[src/rtl/kmc_pkg.sv]
// ----------------------------------------------------------------------------
// kmc_pkg
// Shared types, constants and hash helpers of the k-mer match counter.
// ----------------------------------------------------------------------------
`timescale 1ns / 1ps
`default_nettype none

package kmc_pkg;

	localparam int TABLE_SIZE_DEF = 1024;
	localparam int QUEUE_DEPTH    = 2;
	localparam int KMER_W         = 64;
	localparam int COUNT_W        = 32;
	localparam int UNIQUE_W       = 11;
	localparam int KLEN_W         = 6;
	localparam int RIDX_W         = 10;
	localparam logic [KLEN_W-1:0] K_RESET = 6'd31;

	localparam logic [63:0] BASE_CONST [4] = '{
		64'hba64e57c490e2ef4, 64'h4938a808abe1edcf,
		64'h715849e4da68576a, 64'h02db58f212586265
	};

	typedef enum logic [1:0] {
		CMD_INSERT = 2'd0,
		CMD_STREAM = 2'd1,
		CMD_READ   = 2'd2,
		CMD_NOP    = 2'd3
	} cmd_t;

	typedef enum logic [1:0] {
		ST_ADDED   = 2'd0,
		ST_PRESENT = 2'd1,
		ST_FULL    = 2'd2,
		ST_UNUSED  = 2'd3
	} status_t;

	typedef struct packed {
		cmd_t              cmd;
		logic              lookup;
		logic [KMER_W-1:0] key;
	} job_t;

	typedef struct packed {
		status_t             status;
		logic                window_full;
		logic                matched;
		logic                entry_valid;
		logic [KMER_W-1:0]   entry_kmer;
		logic [COUNT_W-1:0]  entry_count;
		logic [UNIQUE_W-1:0] unique_total;
	} result_t;

	function automatic logic [63:0] rotl64(input logic [63:0] x, input logic [5:0] r);
		return (x << r) | (x >> (7'd64 - {1'b0, r}));
	endfunction

	function automatic logic [KLEN_W-1:0] eff_k(input logic [KLEN_W-1:0] k);
		if (k == 6'd0)
			return 6'd1;
		else if (k > 6'd32)
			return 6'd32;
		return k;
	endfunction

	function automatic logic [63:0] kmer_mask(input logic [KLEN_W-1:0] k);
		if (k >= 6'd32)
			return '1;
		return (64'd1 << {k, 1'b0}) - 64'd1;
	endfunction

endpackage

`default_nettype wire

[src/rtl/kmc_front.sv]
// ----------------------------------------------------------------------------
// kmc_front
// Accepts commands, hands jobs to the probe engine, keeps the stream window
// and rolling hash, hashes reference k-mers four bases a cycle unless stalled.
// ----------------------------------------------------------------------------
`timescale 1ns / 1ps
`default_nettype none

module kmc_front import kmc_pkg::*; #(
	parameter int IDX_W = 10
) (
	input  wire logic                clk,
	input  wire logic                arst_n,
	input  wire logic                push,
	output logic                     full,
	input  wire logic [1:0]          cmd,
	input  wire logic                seq_start,
	input  wire logic [1:0]          nucleotide,
	input  wire logic [KMER_W-1:0]   kmer_in,
	input  wire logic [RIDX_W-1:0]   read_index,
	input  wire logic                cfg_we,
	input  wire logic [KLEN_W-1:0]   cfg_data,
	input  wire logic                clearing,
	output logic                     jq_push,
	output logic [$bits(job_t)+IDX_W-1:0] jq_data,
	input  wire logic                jq_full
);
	typedef enum logic [1:0] {
		F_IDLE = 2'b01,
		F_HASH = 2'b10
	} fstate_t;

	fstate_t           state_q;
	logic [KLEN_W-1:0] k_q, fill_q, pos_q;
	logic [63:0]       window_q, hash_q, hkmer_q, hacc_q, key_q;

	logic [KLEN_W-1:0] keff, km1, f0, f1;
	logic [63:0]       w0, h0, w1, h1, hstep, nuc64;
	logic              accept, lookup, hlast;
	logic [IDX_W+RIDX_W-1:0] ridx_ext;
	job_t              job;
	logic [IDX_W-1:0]  jidx;

	assign keff     = eff_k(k_q);
	assign km1      = keff - 6'd1;
	assign full     = (state_q != F_IDLE) || jq_full || clearing;
	assign accept   = push && !full;
	assign nuc64    = {62'd0, nucleotide};
	assign ridx_ext = {{IDX_W{1'b0}}, read_index};

	always_comb begin
		w0 = seq_start ? '0 : window_q;
		h0 = seq_start ? '0 : hash_q;
		f0 = seq_start ? '0 : fill_q;
		if (f0 < keff) begin
			w1 = w0 | (nuc64 << {f0, 1'b0});
			h1 = rotl64(h0, 6'd2) ^ BASE_CONST[nucleotide];
			f1 = f0 + 6'd1;
		end else begin
			w1 = (w0 >> 2) | (nuc64 << {km1[4:0], 1'b0});
			h1 = rotl64(h0 ^ rotl64(BASE_CONST[w0[1:0]], {km1[4:0], 1'b0}), 6'd2)
				^ BASE_CONST[nucleotide];
			f1 = f0;
		end
		lookup = (f1 >= keff);
	end

	always_comb begin
		hstep = hacc_q;
		for (int j = 0; j < 4; j++) begin
			if ((7'(pos_q) + 7'(j)) < 7'(keff))
				hstep = rotl64(hstep, 6'd2) ^ BASE_CONST[hkmer_q[2*j +: 2]];
		end
		hlast = (7'(pos_q) + 7'd4) >= 7'(keff);
	end

	always_comb begin
		jq_push    = 1'b0;
		job.cmd    = cmd_t'(cmd);
		job.lookup = 1'b0;
		job.key    = '0;
		jidx       = '0;
		unique case (state_q)
			F_IDLE: begin
				if (accept && cmd_t'(cmd) != CMD_INSERT) begin
					jq_push = 1'b1;
					if (cmd_t'(cmd) == CMD_STREAM) begin
						job.lookup = lookup;
						job.key    = w1;
						jidx       = h1[IDX_W-1:0];
					end else begin
						jidx = ridx_ext[IDX_W-1:0];
					end
				end
			end
			F_HASH: begin
				job.cmd    = CMD_INSERT;
				job.key    = key_q;
				jidx       = hstep[IDX_W-1:0];
				jq_push    = hlast && !jq_full;
			end
			default: ;
		endcase
	end

	assign jq_data = {job, jidx};

	always_ff @(posedge clk or negedge arst_n) begin
		if (!arst_n) begin
			state_q  <= F_IDLE;
			k_q      <= K_RESET;
			window_q <= '0;
			hash_q   <= '0;
			fill_q   <= '0;
		end else begin
			unique case (state_q)
				F_IDLE: begin
					if (accept && cmd_t'(cmd) == CMD_INSERT)
						state_q <= F_HASH;
					if (accept && cmd_t'(cmd) == CMD_STREAM) begin
						window_q <= w1;
						hash_q   <= h1;
						fill_q   <= f1;
					end
				end
				F_HASH: begin
					if (hlast && !jq_full)
						state_q <= F_IDLE;
				end
				default: state_q <= F_IDLE;
			endcase
			if (cfg_we) begin
				k_q      <= cfg_data;
				window_q <= '0;
				hash_q   <= '0;
				fill_q   <= '0;
			end
		end
	end

	always_ff @(posedge clk) begin
		if (state_q == F_IDLE) begin
			key_q   <= kmer_in & kmer_mask(keff);
			hkmer_q <= kmer_in & kmer_mask(keff);
			hacc_q  <= '0;
			pos_q   <= '0;
		end else if (!jq_full) begin
			hkmer_q <= hkmer_q >> 8;
			hacc_q  <= hstep;
			pos_q   <= pos_q + 6'd4;
		end
	end

endmodule

`default_nettype wire

[config.mk]
export PLATFORM = sky130hd
export DESIGN_NAME = kmc_front
export DESIGN_NICKNAME = d
export VERILOG_FILES = /design/src/rtl/kmc_pkg.sv /design/src/rtl/kmc_front.sv
export SDC_FILE = /design/constraint.sdc
export NUM_CORES = 2
export LEC_CHECK = 0
export BUFFER_PORTS_ARGS = -buffer_cell sky130_fd_sc_hd__buf_2
export CAP_MARGIN = 20
export CORE_ASPECT_RATIO = 1.2
export CORE_UTILIZATION = 50
export DETAILED_ROUTE_END_ITERATION = 7
export PLACE_DENSITY = 0.73
export SLEW_MARGIN = 0
export SYNTH_ARGS = -nofsm -noshare
export SYNTH_HDL_FRONTEND = slang
export SYNTH_SLANG_ARGS = --single-unit
[constraint.sdc]
create_clock -name clk -period 6.45 [get_ports clk]
set_clock_uncertainty 0.05 [all_clocks]
set_input_delay 1.29 -clock clk [delete_from_list [all_inputs] [get_ports clk]]
set_output_delay 1.29 -clock clk [all_outputs]
set_load 0.02 [all_outputs]
==> reports/metrics.cfg <==
[logic_synthesis]
syn_nets=4245
ys_warn_count=0
synth-seq-area-share_pct=27.50
synthCells=4095
synth_seq_cells=338
yosysUniqueCellTypes=111
synth_edf_count=128
synth_ff_type=dfrtp_1
syn-cell-area_mm2=0.03188
async_reset_ff_share_pct=42.01
synth.avg_cell_area_um2=7.785

[global_routing]
grt_pass1_vias=32500
grt_usage_pct=46.68
grt_max_degree=95
grt_pass1_wl_um=223400
antenna_found_initial=8
gr-total-overflow=0

[die]
boundaryPins=170
core_mm2=0.06319
die_x_um=232.5
start_util_pct=50.45
fp.dieH_um=278.6
num_rows=101
die_area_mm2=0.06478

[worst_setup_path]
crit_family=compound AO/OA/AOI/OAI gates
setup.worst_path.start_class=register
cp_slowest_cell=dfrtp_2
regToRegEndpoint=hkmer_q[44]
worst-r2r-setup-slack_ns=1.14
cp-end-kind=output pin
cpPeakStageDelay_ns=0.48
rr_startpoint=k_q[5]
required_ns=5.11
path_max_fanout=22
path_buf_inv=4
reg2regPathDepth=14
cp.arrival_ns=5.10
critPathKind=reg2out
crit_chain=buf_4 > inv_1 > ha_1 > a21oi_1 > and2_2 > buf_4 > o21a_2 > nand2_1 > a31oi_1 > a221oi_1 > xnor2_1 > a21oi_1 > a221o_1 > buf_2

[sta]
relSlewSlack_pct=19.79
hold_viol=0
fmax_mhz=155.2
rsz0062_at_grt=yes
totalNegativeSetupSlack_ns=0
setup_violations=0
tightest_slew_ns=1.199
post-route-min-period_ns=6.442
period_share_pct=99.88
drv_slew=0
setup_slack_ns=0.007887

[cts]
clock_latency_ns=0.63
clock-sinks=338
cts_tree=done
cts_htree_levels=2
clkTransAtPathRegs_ns=0.10
clockBufferDepth=3
clockRootBuffer=clkbuf_16
cts_buffers=39

[detailed_routing]
drt-total-wl_um=156300
vias=35800
drc=0
dr.first_iter.drc_count=5478
drt-pass1-iter-count=8
wl_per_cell_um=31.07
drtAntennaViolNets=0
via_per_inst=7.114

[placed_design]
placed_area_mm2=0.03430
place.gp.congestion=1.082
place_inst=4956
place_hpwl_um=114100
io_buffers=169
place_ws_ns=0.3293

[power]
power_frac_clock_pct=18.1
cellPowerDensity_mw_per_mm2=363.2
switching_share_pct=48.29
power.internal_mw=6.702
comb_power_share_pct=58.1
power.switching_mw=6.259
pwr-share-seq_pct=23.8
power.leakage_nw=13.95
ir_drop_v=0.0002739

[cells_and_area]
layout.nets=4324
final_common_cell=nand2_1
final_cell_mix=nand2_1, a21oi_1, o21ai_0
fin_cells=5032
syn2layout_area_growth_pct=11.94
stdcell_area_mm2=0.03569
drive_gt1_share_pct=16.10

[worst_hold_path]
hold_depth=2
hold_class=reg2reg
min_to=hash_q[36]
min-delay-start=hash_q[36]

[run_status]
status=finished clean

[run]
timing.max_cap.violations=0

[worst reg2reg max path: cells and delay by family, from the launching register on]
family          cells  cell delay, ns
flops               1            0.48
simple gates        4            1.24
xor+xnor            1            0.16
fa+ha+maj           1            0.40
buf+inv             4            1.25
compound gates      4            1.46
[worst max-delay path by stage]
| stage | cells after the start | start | to |
|---|---|---|---|
| floorplan | 21 | k_q[5] | jq_data[9] |
| global placement | 19 | seq_start | jq_data[74] |
| detailed placement | 16 | seq_start | jq_data[74] |
| CTS | 13 | k_q[1] | jq_data[9] |
| global route | 13 | k_q[1] | jq_data[7] |
| finish | 14 | k_q[5] | jq_data[0] |
[cell usage after synthesis, drive strengths merged, types with 13 or more instances]
library cell | instances | area (um^2)
ha | 59 | 738.2
a21boi | 31 | 240.2
and2 | 50 | 312.8
o211ai | 81 | 608.1
o21a | 39 | 292.8
mux2 | 78 | 885.8
nand2b | 29 | 181.4
or3 | 34 | 212.7
xor2 | 54 | 473.0
a21o | 19 | 143.9
dfrtp | 136 | 3403
nor4 | 19 | 140.1
nand4 | 13 | 81.33
a31oi | 54 | 352.8
a211oi | 103 | 810.8
a211o | 65 | 569.3
a221oi | 36 | 357.9
a22o | 13 | 113.9
o311ai | 16 | 140.1
o31ai | 27 | 202.7
o22ai | 32 | 200.2
and3 | 54 | 342.8
nor2b | 124 | 775.7
dfxtp | 68 | 1361
a221o | 14 | 140.1
nor3b | 14 | 110.1
edfxtp | 128 | 3844
a21oi | 453 | 2286
o221ai | 30 | 262.8
nand3 | 100 | 500.5
mux4 | 14 | 315.3
nand2 | 472 | 1772
a22oi | 27 | 216.5
inv | 48 | 180.2
clkbuf | 268 | 1007
nor2 | 250 | 948.4
nor3 | 153 | 765.7
or2 | 20 | 125.1
a311oi | 24 | 216.5
buf | 110 | 548.0
o21ai | 276 | 1381
xnor2 | 182 | 1594
mux2i | 117 | 1175
[stage by stage]
stage                     hold slack, ns  util [%]  power [mW]
final                             0.4262     56.48       12.96
after global routing              0.4508     56.47       13.38
after CTS                         0.4272     56.37       12.62
after detailed placement          0.4139     54.29       10.27
after global placement            0.4060     54.29       10.25
after floorplan                   0.3907         -       7.883
[state kept, by name (all words and copies together), names as in the netlist]
signal,count
fill_q,6
hash_q,64
pos_q,4
window_q,64
key_q,64
hacc_q,64
k_q,6
state_q,2
hkmer_q,64
[power by group through the flow]
| stage | logic (mW) | registers [mW] | clock network [mW] |
|---|---|---|---|
| 5_1_grt | 7.85 | 3.11 | 2.42 |
| 3_3_place_gp | 7.16 | 3.09 | 0 |
| 3_5_place_dp | 7.17 | 3.10 | 0 |
| 4_1_cts | 7.21 | 3.07 | 2.34 |
| 6_report | 7.53 | 3.08 | 2.35 |
| 2_1_floorplan | 4.89 | 2.99 | 0 |
[routing by layer]
metal / part of all wire, % / up-vias / track usage (%)
met1: 39 / 17120 / 62.51
met4: 6.1 / 6 / 22.99
met3: 13 / 573 / 12.21
met2: 42 / 2776 / 69.13
li1: - / 15320 / -
met5: 0.022 / - / 0
[final cells by class]
type,count,area (um^2)
Antenna cell,3,7.507
Clock buffer,50,1037
Clock inverter,22,275.3
Fill cell,6030,27500
Inverter,55,206.4
Multi-Input combinational cell,3324,21550
Sequential cell,338,8771
Tap cell,824,1031
Timing Repair Buffer,416,2811
[what timing repair did]
action,CTS,global route
buffers inserted,0,1
setup endpoints to repair,1,7
pin swaps,0,1
hold buffers,0,0
gates resized for setup,1,9
gates cloned,0,0
[cells by family after synthesis]
| group | Yosys count | synth area share [%] |
|---|---|---|
| AOI/OAI and AO/OA | 1461 | 30.34 |
| xor gates and xnor gates | 236 | 6.484 |
| adders and majority gates | 59 | 2.316 |
| buffers and inverters | 433 | 5.526 |
| DFF | 338 | 27.50 |
| muxes | 209 | 7.453 |
| and+or+nand+nor | 1359 | 20.39 |
Power figures use the tool's default switching activity.
