===== src/rtl/kmc_fifo.sv =====
// ----------------------------------------------------------------------------
// kmc_fifo
// Small synchronous queue with registered storage and occupancy count.
// ----------------------------------------------------------------------------
`timescale 1ns / 1ps
`default_nettype none

module kmc_fifo #(
	parameter int WIDTH = 8,
	parameter int DEPTH = 2
) (
	input  wire logic             clk,
	input  wire logic             arst_n,
	input  wire logic             push,
	input  wire logic [WIDTH-1:0] din,
	output logic                  full,
	input  wire logic             pop,
	output logic [WIDTH-1:0]      dout,
	output logic                  empty
);
	localparam int PTR_W = (DEPTH > 1) ? $clog2(DEPTH) : 1;
	localparam int CNT_W = $clog2(DEPTH + 1);
	localparam logic [PTR_W-1:0] LAST = PTR_W'(DEPTH - 1);
	localparam logic [CNT_W-1:0] FULL_CNT = CNT_W'(DEPTH);

	logic [WIDTH-1:0] store_q [DEPTH];
	logic [PTR_W-1:0] wptr_q, rptr_q;
	logic [CNT_W-1:0] cnt_q;
	logic             do_push, do_pop;

	assign full    = (cnt_q == FULL_CNT);
	assign empty   = (cnt_q == '0);
	assign do_push = push && !full;
	assign do_pop  = pop && !empty;
	assign dout    = store_q[rptr_q];

	always_ff @(posedge clk or negedge arst_n) begin
		if (!arst_n) begin
			wptr_q <= '0;
			rptr_q <= '0;
			cnt_q  <= '0;
		end else begin
			if (do_push)
				wptr_q <= (wptr_q == LAST) ? '0 : wptr_q + 1'b1;
			if (do_pop)
				rptr_q <= (rptr_q == LAST) ? '0 : rptr_q + 1'b1;
			if (do_push && !do_pop)
				cnt_q <= cnt_q + 1'b1;
			else if (do_pop && !do_push)
				cnt_q <= cnt_q - 1'b1;
		end
	end

	always_ff @(posedge clk) begin
		if (do_push)
			store_q[wptr_q] <= din;
	end

endmodule

`default_nettype wire


===== config.mk =====
export PLATFORM = sky130hd
export DESIGN_NAME = kmc_fifo
export DESIGN_NICKNAME = d
export VERILOG_FILES = /design/src/rtl/kmc_fifo.sv
export SDC_FILE = /design/constraint.sdc
export NUM_CORES = 1
export LEC_CHECK = 0
export BUFFER_PORTS_ARGS = -buffer_cell sky130_fd_sc_hd__clkbuf_2
export CORE_MARGIN = 3
export CORE_UTILIZATION = 44
export DETAILED_ROUTE_END_ITERATION = 10
export PLACE_DENSITY_LB_ADDON = 0.15
export SLEW_MARGIN = 30
export SYNTH_ARGS = -nofsm -noshare
export SYNTH_HDL_FRONTEND = slang
export SYNTH_SLANG_ARGS = --single-unit

===== constraint.sdc =====
create_clock -name clk -period 1.35 [get_ports clk]
set_input_delay 0.405 -clock clk [delete_from_list [all_inputs] [get_ports clk]]
set_output_delay 0.405 -clock clk [all_outputs]
set_load 0.005 [all_outputs]

==> flow_summary_export.csv, run 1 <==
group,metric,value,unit
outcome,status,"finished, violations left",
outcome,violations,"negative setup slack",
setup_path,startpoint_type,"register",
placement,hpwl,859.4,um
global_route,antenna_found_initial,0,
sta,fin_crit_sh,1.237,
synthesis,synth_top_cell_area_share,0.6144,
floorplan,core,0.001594,mm2
setup_path,cp_cell_sequence,"buf_6 > mux2_4 > buf_6",
clock_tree,root_buffer,"clkbuf_4",
final_layout,fin_util,0.7127,
setup_path,crit_required,0.95,ns
pwr,leakagePower,0.4912,nW
drt,wl,1.214,mm
final_layout,final_cell_area,0.001136,mm2
pwr,ir_worst_vdd,1.235,mV
sta,finalWorstSetupSlack,-0.3204,ns
pwr,p_total,0.002377,W
synthesis,ys_ff_latch,20,
hold_path,hold_path.class,"primary input to register",
synthesis,synth-edff-count,16,
floorplan,die_y,48.16,um
clock_tree,clk_latency,0.28,ns
sta,finalHoldViolCount,0,
drt,drt-pass1-iter-count,4,
setup_path,slowest_stage,"dfrtp_2",
final_layout,final_cells,104,
clock_tree,cts_tree,"yes",
drt,first_iter_violations,4,
synthesis,synthFlopType,"edfxtp_1",
sta,rsz0062_at_grt,"yes",
placement,dp.cells,94,
synthesis,ys_warn_count,0,
drt,drc,0,
clock_tree,clkSlewWorstSetupHoldPaths,0.10,ns
synthesis,synth.distinct_cells,15,
floorplan,rows,14,
synthesis,syn_nets,57,
sta,setup_viol,10,
setup_path,crit_arrival,1.27,ns
placement,gp_congestion,0.6118,
synthesis,synth_area_leaders,"edfxtp_1, dfrtp_1, mux2_1",
global_route,overflow,0,
setup_path,crit_start,"rptr_q",
sta,worst_slew_pin_slew,0.2076,ns
synthesis,synth_commonest_cells,"edfxtp_1, mux2_1, dfrtp_1, nor2_1",
final_layout,fin_nets,94,
setup_path,reg2reg_depth,5,
clock_tree,htreeDepth,1,
setup_path,crit_fanout,5,
floorplan,start_util,0.4906,
sta,slew-limit-headroom,0.8616,
global_route,grt_pass1_wl,1.669,mm
synthesis,syn_area,782.0,um2
final_layout,area_growth,45.28,%
clock_tree,cts_buffers,3,
setup_path,cp_common_cell,"buf_6",
setup_path,cp_slowest_stage_delay,0.43,ns
final_layout,nFillCells,117,
synthesis,syn-instance-count,44,
drt,wire_per_inst,11.67,um
floorplan,ios,22,
hold_path,hold_depth,1,
clock_tree,cts.path.max_buffers,2,
setup_path,critPathKind,"register to output pin",
drt,num_vias,461,
synthesis,synthArstFlopShare,0.2000,
sta,slew_viol_final,0,
synthesis,yosysMostFrequentCell,"edfxtp_1",
flow_run,cap_violations,0,
setup_path,regToRegStartpoint,"cnt_q[1]",
floorplan,die_w,48.16,um
synthesis,synth_top_area_cell,"edfxtp_1",
synthesis,ys_seq_area_frac,0.7424,
clock_tree,numClockSinks,20,
sta,fin_worst_skew,0.005372,ns
pwr,power.density,2093,mW/mm2
placement,io_buffers,21,
drt,detail_route.vias_per_cell,4.433,
placement,placed_area,967.2,um2
drt,antenna_left,0,
global_route,grt_pass1_vias,417,
sta,fin_crit,1.670,ns
sta,fmax,598.7,MHz
final_layout,n_antenna_cell,0,
synthesis,syn-mean-instance-area,17.77,um2
sta,final.setup.tns,-2.538,ns
final_layout,drive_above_1_share,0.6875,
global_route,grtUsageTotal,0.1070,
global_route,grt_max_degree,12,
floorplan,dieArea,0.002319,mm2
hold_path,min-delay-start,"din[3]",
setup_path,critPathCaptureType,"output pin",
==> timing repair <==
item,4_1_cts,5_1_grt
hold endpoints to repair,4,0
pin swaps,2,3
gates resized for setup,6,26
endpoints found under the setup margin,10,14
hold buffers,1,0
buffers inserted,1,4
==> metrics by stage <==
step | hold WS [ns] | setup slack [ns]
4_1_cts | 0.2968 | -0.3082
6_report | 0.3012 | -0.3204
2_1_floorplan | 0.1094 | 0.009507
3_3_place_gp | 0.2184 | -0.06942
5_1_grt | 0.2788 | -0.3635
3_5_place_dp | 0.2235 | -0.07770
==> critical path: cells and delay by family (launching register included) <==
kind / cells / cell delay [ns]
flops: 1 / 0.43
mux: 1 / 0.30
buf+inv: 2 / 0.26
==> registers in the layout, indices dropped and copies added, names as in the netlist <==
| signal | flops |
|---|---|
| cnt_q | 2 |
| rptr_q | 1 |
| store_q | 16 |
| wptr_q | 1 |
==> power breakdown <==
| group | switching (W) | total [W] | leakage, nW | internal (W) |
|---|---|---|---|---|
| Sequential | 0.000118 | 0.000987 | 0.193 | 0.000869 |
| Combinational | 0.000412 | 0.00112 | 0.283 | 0.000711 |
| Clock | 0.000161 | 0.000268 | 0.0154 | 0.000107 |
| Total | 0.000691 | 0.00238 | 0.491 | 0.00169 |
==> logic make-up (layout without fill, tap and decap cells) <==
kind of cell | after synthesis | after routing | share of synthesized area
and+or+nand+nor | 6 | 6 | 0.03841
xor gates and xnor gates | 5 | 5 | 0.06561
buffers and inverters | 3 | 39 | 0.01600
DFF | 20 | 20 | 0.7424
adders and majority gates | 1 | 1 | 0.01600
muxes | 8 | 8 | 0.1152
AOI/OAI and AO/OA | 1 | 1 | 0.006394
==> path summary, 6_finish.rpt <==
check                                end  slack, ns
max                              dout[1]      -0.32
max in group asynchronous         rptr_q       0.75
min                        store_q[1][3]       0.30
max reg2reg                     cnt_q[1]       0.03
min reg2reg                       wptr_q       0.59
min in group asynchronous         wptr_q       0.45
==> cell usage in the layout (no fill, tap or decap), drive strengths merged <==
master / Yosys / routed
and3: 1 / 1
buf: 1 / 16
clkbuf: 0 / 19
clkinv: 0 / 1
dfrtp: 4 / 4
dlygate4sd3: 0 / 1
edfxtp: 16 / 16
ha: 1 / 1
inv: 2 / 2
mux2: 8 / 8
nand2: 1 / 1
nand2b: 1 / 1
nor2: 3 / 3
o21ai: 1 / 1
xnor2: 3 / 3
xor2: 2 / 2
==> per-layer routing <==
layer / GRT usage / part of all wire
met1: 0.1148 / 0.40
met2: 0.1979 / 0.55
met3: 0.03321 / 0.047
met4: 0.03226 / 0
met5: 0 / 0
==> layout make-up <==
class / count / area, um2 / area share
Clock buffer: 3 / 22.52 / 0.01982
Clock inverter: 1 / 3.754 / 0.003304
Inverter: 2 / 7.507 / 0.006608
Multi-Input combinational cell: 21 / 251.5 / 0.2214
Sequential cell: 20 / 583.1 / 0.5132
Tap cell: 24 / 30.03 / 0.02643
Timing Repair Buffer: 33 / 237.7 / 0.2093
Note: power is estimated with default switching activity, not from simulation.
==> inputs of run 2 (changes only) <==
Settings changed: ABC_AREA set to 1.
==> run 2 against run 1 <==
  * The flow still finishes with violations (negative setup slack)
  * Critical path type unchanged
  * Fmax increased by 9.5%
  * Synthesized cell count increased by 66%
  * Routed wire length increased by 15%
  * First-iteration DRC count increased by 50%
  * Die area increased by 3.1%
  * Sequential power decreased by 4.4%
  * Core utilization decreased by 2.2 points
==> flow_summary_export.csv, run 2 <==
group,metric,value,unit
sta,slew-limit-headroom,0.7337,
setup_path,startpoint_type,"register",
synthesis,synth_commonest_cells,"nand2_1, edfxtp_1, inv_1, dfrtp_1",
sta,fin_worst_skew,0.001842,ns
global_route,grt_pass1_vias,568,
final_layout,final_cells,133,
synthesis,ys_seq_area_frac,0.7172,
synthesis,syn-instance-count,73,
synthesis,synth_top_cell_area_share,0.5935,
clock_tree,cts.path.max_buffers,2,
drt,antenna_left,0,
sta,holdWs,0.2923,ns
outcome,status,"finished, violations left",
drt,detail_route.vias_per_cell,4.436,
synthesis,ys_warn_count,0,
final_layout,layout_common_cells,"nand2_1, clkbuf_2, edfxtp_1",
sta,worst_slew_pin_slew,0.3990,ns
final_layout,largest_register,"store_q",
drt,num_vias,590,
synthesis,synthArstFlopShare,0.2000,
synthesis,yosysMostFrequentCell,"nand2_1",
final_layout,top_regs,"store_q (16), cnt_q (2)",
sta,final.setup.tns,-1.517,ns
clock_tree,root_buffer,"clkbuf_4",
setup_path,crit_required,0.95,ns
final_layout,largest_register_ff_count,16,
sta,fmax,655.4,MHz
setup_path,critPathKind,"register to output pin",
setup_path,crit_fanout,4,
drt,wl_met2,741,um
synthesis,syn_area,809.5,um2
pwr,power.density,2070,mW/mm2
floorplan,die_y,48.90,um
final_layout,area_growth,37.40,%
floorplan,rows,14,
synthesis,synthFlopType,"edfxtp_1",
flow_run,cap_violations,0,
setup_path,crit_arrival,1.12,ns
global_route,grt_pass1_wl,2.421,mm
synthesis,synth_top_area_cell,"edfxtp_1",
setup_path,critPathCaptureType,"output pin",
drt,highest_layer,"met4",
clock_tree,clkSlewWorstSetupHoldPaths,0.11,ns
sta,rsz0062_at_grt,"yes",
final_layout,n_antenna_cell,0,
sta,fin_crit,1.526,ns
placement,gp_congestion,0.7161,
global_route,overflow,0,
global_route,grt_max_degree,12,
sta,slew_viol_final,0,
clock_tree,cts_buffers,3,
clock_tree,numClockSinks,20,
drt,wl_met3,86,um
sta,finalHoldViolCount,0,
final_layout,nFillCells,137,
sta,setup_viol,12,
placement,hpwl,1.023,mm
drt,drt-pass1-iter-count,4,
sta,finalWorstSetupSlack,-0.1758,ns
drt,first_iter_violations,6,
synthesis,syn_nets,86,
floorplan,core,0.001612,mm2
clock_tree,htreeDepth,1,
final_layout,fin_nets,123,
synthesis,synth.distinct_cells,14,
placement,dp.cells,125,
global_route,grtUsageTotal,0.1349,
placement,io_buffers,21,
pwr,p_total,0.002302,W
floorplan,ios,22,
drt,wl_met1,556,um
outcome,violations,"negative setup slack",
global_route,antenna_found_initial,0,
pwr,ir_worst_vdd,1.240,mV
synthesis,synth-edff-count,16,
drt,drc,0,
clock_tree,cts_tree,"yes",
final_layout,final_cell_area,0.001112,mm2
final_layout,drive_above_1_share,0.4771,
final_layout,final_common_cell,"nand2_1",
synthesis,syn-mean-instance-area,11.09,um2
floorplan,start_util,0.5023,
pwr,leakagePower,0.5257,nW
drt,wl,1.400,mm
placement,placed_area,999.7,um2
hold_path,hold_path.class,"primary input to register",
clock_tree,clk_latency,0.29,ns
synthesis,ys_ff_latch,20,
floorplan,dieArea,0.002391,mm2
floorplan,die_w,48.90,um
synthesis,synth_area_leaders,"edfxtp_1, nand2_1, dfrtp_1",
drt,wire_per_inst,10.53,um
sta,fin_crit_sh,1.130,
-- run 2: area by class of cell --
class / count / area (um2) / share of cell area
flip-flops and latches: 20 / 581.8 / 0.5231
multi-input cells: 44 / 226.5 / 0.2036
repair buffers: 33 / 212.7 / 0.1912
inverters: 8 / 35.03 / 0.03150
well taps: 24 / 30.03 / 0.02700
clock buffers: 3 / 22.52 / 0.02025
clock inverters: 1 / 3.754 / 0.003375
-- run 2: critical path: stages, from the launching register on --
cell and delay (ns):
dfrtp_1 0.40, buf_6 0.12, buf_6 0.12, nor2_4 0.08
clkbuf_2 0.11
-- run 2: logic make-up (layout without fill, tap and decap cells) --
family	after synthesis	after routing	share of synthesized area
buf+inv	9	45	0.04327
flops	20	20	0.7172
simple gates	40	40	0.2009
compound gates	2	2	0.01237
fa+ha+maj	1	1	0.01545
xor+xnor	1	1	0.01082
-- run 2: worst paths after layout --
check	start	endpoint	slack [ns]	cells after the start
worst max register to register	cnt_q[1]	cnt_q[1]	-0.12	7
worst max-delay path	cnt_q[0]	empty	-0.18	4
worst min-delay path	din[2]	store_q[0][2]	0.29	1
worst min register to register	wptr_q	wptr_q	0.50	2
min in group asynchronous	arst_n	cnt_q[0]	0.43	2
max in group asynchronous	arst_n	rptr_q	0.79	2
-- run 2: report_power, final --
group	internal, W	switching [W]	total [W]
logic	0.000533	0.000548	0.00108
clock network	0.000108	0.000170	0.000277
registers	0.000861	0.0000831	0.000944
total	0.00150	0.000801	0.00230
-- run 2: layer usage --
metal / GRT usage / up-vias
met4: 0.07109 / 0
met1: 0.1546 / 268
met5: 0 / -
li1: - / 308
met3: 0.03058 / 2
met2: 0.2330 / 12
-- run 2: repair_timing --
| action | CTS | global route |
|---|---|---|
| endpoints found under the hold margin | 4 | 0 |
| pin swaps | 4 | 4 |
| setup endpoints to repair | 19 | 20 |
| hold buffers | 1 | 0 |
| gates resized for setup | 14 | 8 |
| setup buffers | 3 | 0 |
-- run 2: metrics by stage --
step | util | worst slack (ns)
2_1_floorplan | - | 0.02840
3_3_place_gp | 0.6203 | -0.1354
3_5_place_dp | 0.6203 | -0.1613
4_1_cts | 0.6832 | -0.1828
5_1_grt | 0.6902 | -0.2319
6_report | 0.6902 | -0.1758
==> inputs of run 3 (changes only) <==
Settings changed: ABC_AREA 1 to 0, MAX_ROUTING_LAYER set to met4.
==> run 3 against run 2 <==
  * The flow still finishes with violations (negative setup slack)
  * Critical endpoint is now dout[1]
  * Clock power down 3%
  * Combinational power up 4%
  * Global-route usage down 2.4 points
  * Non-clock buffer count unchanged
  * Cell count down 22%
  * Die area down 3.0%
  * Core utilization up 2.2 points
  * Sequential cell count unchanged
  * Register-to-register slack better by 0.15 ns
  * Design area up 2.1%
  * Sequential share of layout area down 0.98 points
==> flow_summary_export.csv, run 3 (same netlist as run 1, synthesis figures left out) <==
group,metric,value,unit
global_route,grt_pass1_vias,415,
hold_path,hold_path.class,"primary input to register",
clock_tree,clkSlewWorstSetupHoldPaths,0.11,ns
global_route,grt_pass1_wl,1.669,mm
floorplan,ios,22,
sta,rsz0062_at_grt,"yes",
setup_path,critPathKind,"register to output pin",
clock_tree,clk_latency,0.29,ns
placement,hpwl,859.4,um
sta,slew-limit-headroom,0.8609,
final_layout,largest_register_ff_count,16,
final_layout,final_cells,104,
setup_path,reg2reg_setup_slack,0.03,ns
final_layout,area_growth,45.28,%
setup_path,startpoint_type,"register",
clock_tree,htreeDepth,1,
clock_tree,numClockSinks,20,
placement,gp_congestion,0.6161,
global_route,grt_max_degree,12,
sta,slew_viol_final,0,
final_layout,layout_common_cells,"clkbuf_2, edfxtp_1, buf_6",
placement,placed_area,967.2,um2
sta,finalWorstSetupSlack,-0.3208,ns
drt,first_iter_violations,5,
drt,drt-pass1-iter-count,4,
setup_path,reg2reg_depth,5,
sta,finalHoldViolCount,0,
drt,drc,0,
final_layout,final_cell_area,0.001136,mm2
clock_tree,root_buffer,"clkbuf_4",
final_layout,drive_above_1_share,0.6875,
floorplan,die_w,48.16,um
setup_path,crit_required,0.95,ns
sta,holdWs,0.2997,ns
global_route,overflow,0,
global_route,grtUsageTotal,0.1104,
final_layout,fin_nets,94,
setup_path,crit_start,"rptr_q",
sta,fin_crit_sh,1.238,
clock_tree,cts.path.max_buffers,2,
setup_path,critPathCaptureType,"output pin",
setup_path,endpoint,"dout[1]",
floorplan,rows,14,
clock_tree,cts_buffers,3,
clock_tree,cts_tree,"yes",
sta,fin_worst_skew,0.005645,ns
sta,worst_slew_pin_slew,0.2086,ns
setup_path,regToRegStartpoint,"cnt_q[1]",
drt,antenna_left,0,
final_layout,fin_util,0.7127,
sta,fmax,598.5,MHz
outcome,status,"finished, violations left",
floorplan,dieArea,0.002319,mm2
pwr,p_total,0.002378,W
global_route,antenna_found_initial,0,
final_layout,largest_register,"store_q",
final_layout,top_regs,"store_q (16), cnt_q (2)",
flow_run,cap_violations,0,
setup_path,reg2reg_to,"cnt_q[1]",
drt,wl,1.217,mm
drt,detail_route.vias_per_cell,4.433,
final_layout,n_antenna_cell,0,
outcome,violations,"negative setup slack",
placement,dp.cells,94,
floorplan,start_util,0.4906,
pwr,leakagePower,0.4912,nW
floorplan,core,0.001594,mm2
pwr,ir_worst_vdd,1.236,mV
setup_path,crit_fanout,5,
pwr,power.density,2093,mW/mm2
drt,wire_per_inst,11.70,um
floorplan,die_y,48.16,um
drt,num_vias,461,
sta,setup_viol,10,
sta,fin_crit,1.671,ns
setup_path,crit_arrival,1.27,ns
placement,io_buffers,21,
==> run 3: final cells by class <==
| cell class | instances | area [um2] |
|---|---|---|
| clock buffer | 3 | 22.52 |
| fill | 117 | 457.9 |
| tap | 24 | 30.03 |
| multi-input combinational | 21 | 251.5 |
| clock inverter | 1 | 3.754 |
| sequential | 20 | 583.1 |
| timing repair buffer | 33 | 237.7 |
| inverter | 2 | 7.507 |
==> run 3: power by group <==
group | leakage [nW] | total, W | internal, W | switching [W]
clock | 0.0154 | 0.000269 | 0.000107 | 0.000162
sequential | 0.193 | 0.000987 | 0.000869 | 0.000118
combinational | 0.283 | 0.00112 | 0.000711 | 0.000411
total | 0.491 | 0.00238 | 0.00169 | 0.000691
==> run 3: metal layers <==
layer | vias up | wire, um | track usage
met2 | 12 | 671 | 0.1979
met5 | - | 0 | -
met1 | 213 | 490 | 0.1148
met4 | 0 | 0 | 0.03226
met3 | 0 | 55 | 0.03321
li1 | 236 | - | -
==> run 3: repair_timing <==
item	in CTS	in global routing
hold buffers	1	0
gates resized for setup	6	26
hold endpoints to repair	4	0
pin swaps	2	3
endpoints found under the setup margin	10	14
setup buffers	1	4
==> run 3: how the worst min path moves through the flow <==
| stage | from | endpoint | slack [ns] | cells after the start |
|---|---|---|---|---|
| final | din[3] | store_q[1][3] | 0.30 | 1 |
| after detailed placement | arst_n | cnt_q[1] | 0.22 | 1 |
| after global routing | din[0] | store_q[1][0] | 0.28 | 1 |
| after floorplan | arst_n | cnt_q[0] | 0.11 | 0 |
| after global placement | arst_n | cnt_q[1] | 0.22 | 1 |
| after CTS | din[3] | store_q[0][3] | 0.30 | 1 |
==> run 3: worst max-delay path, cell delays in order (launching register included) <==
cell	delay, ns
dfrtp_2	0.43
buf_6	0.14
mux2_4	0.30
buf_6	0.12
==> run 3: metrics by stage <==
step	setup WS, ns	setup TNS, ns
detailed placement	-0.07770	-0.5583
global route	-0.3635	-3.084
floorplan	0.009507	0
global placement	-0.06942	-0.4835
CTS	-0.3082	-2.546
finish	-0.3208	-2.544
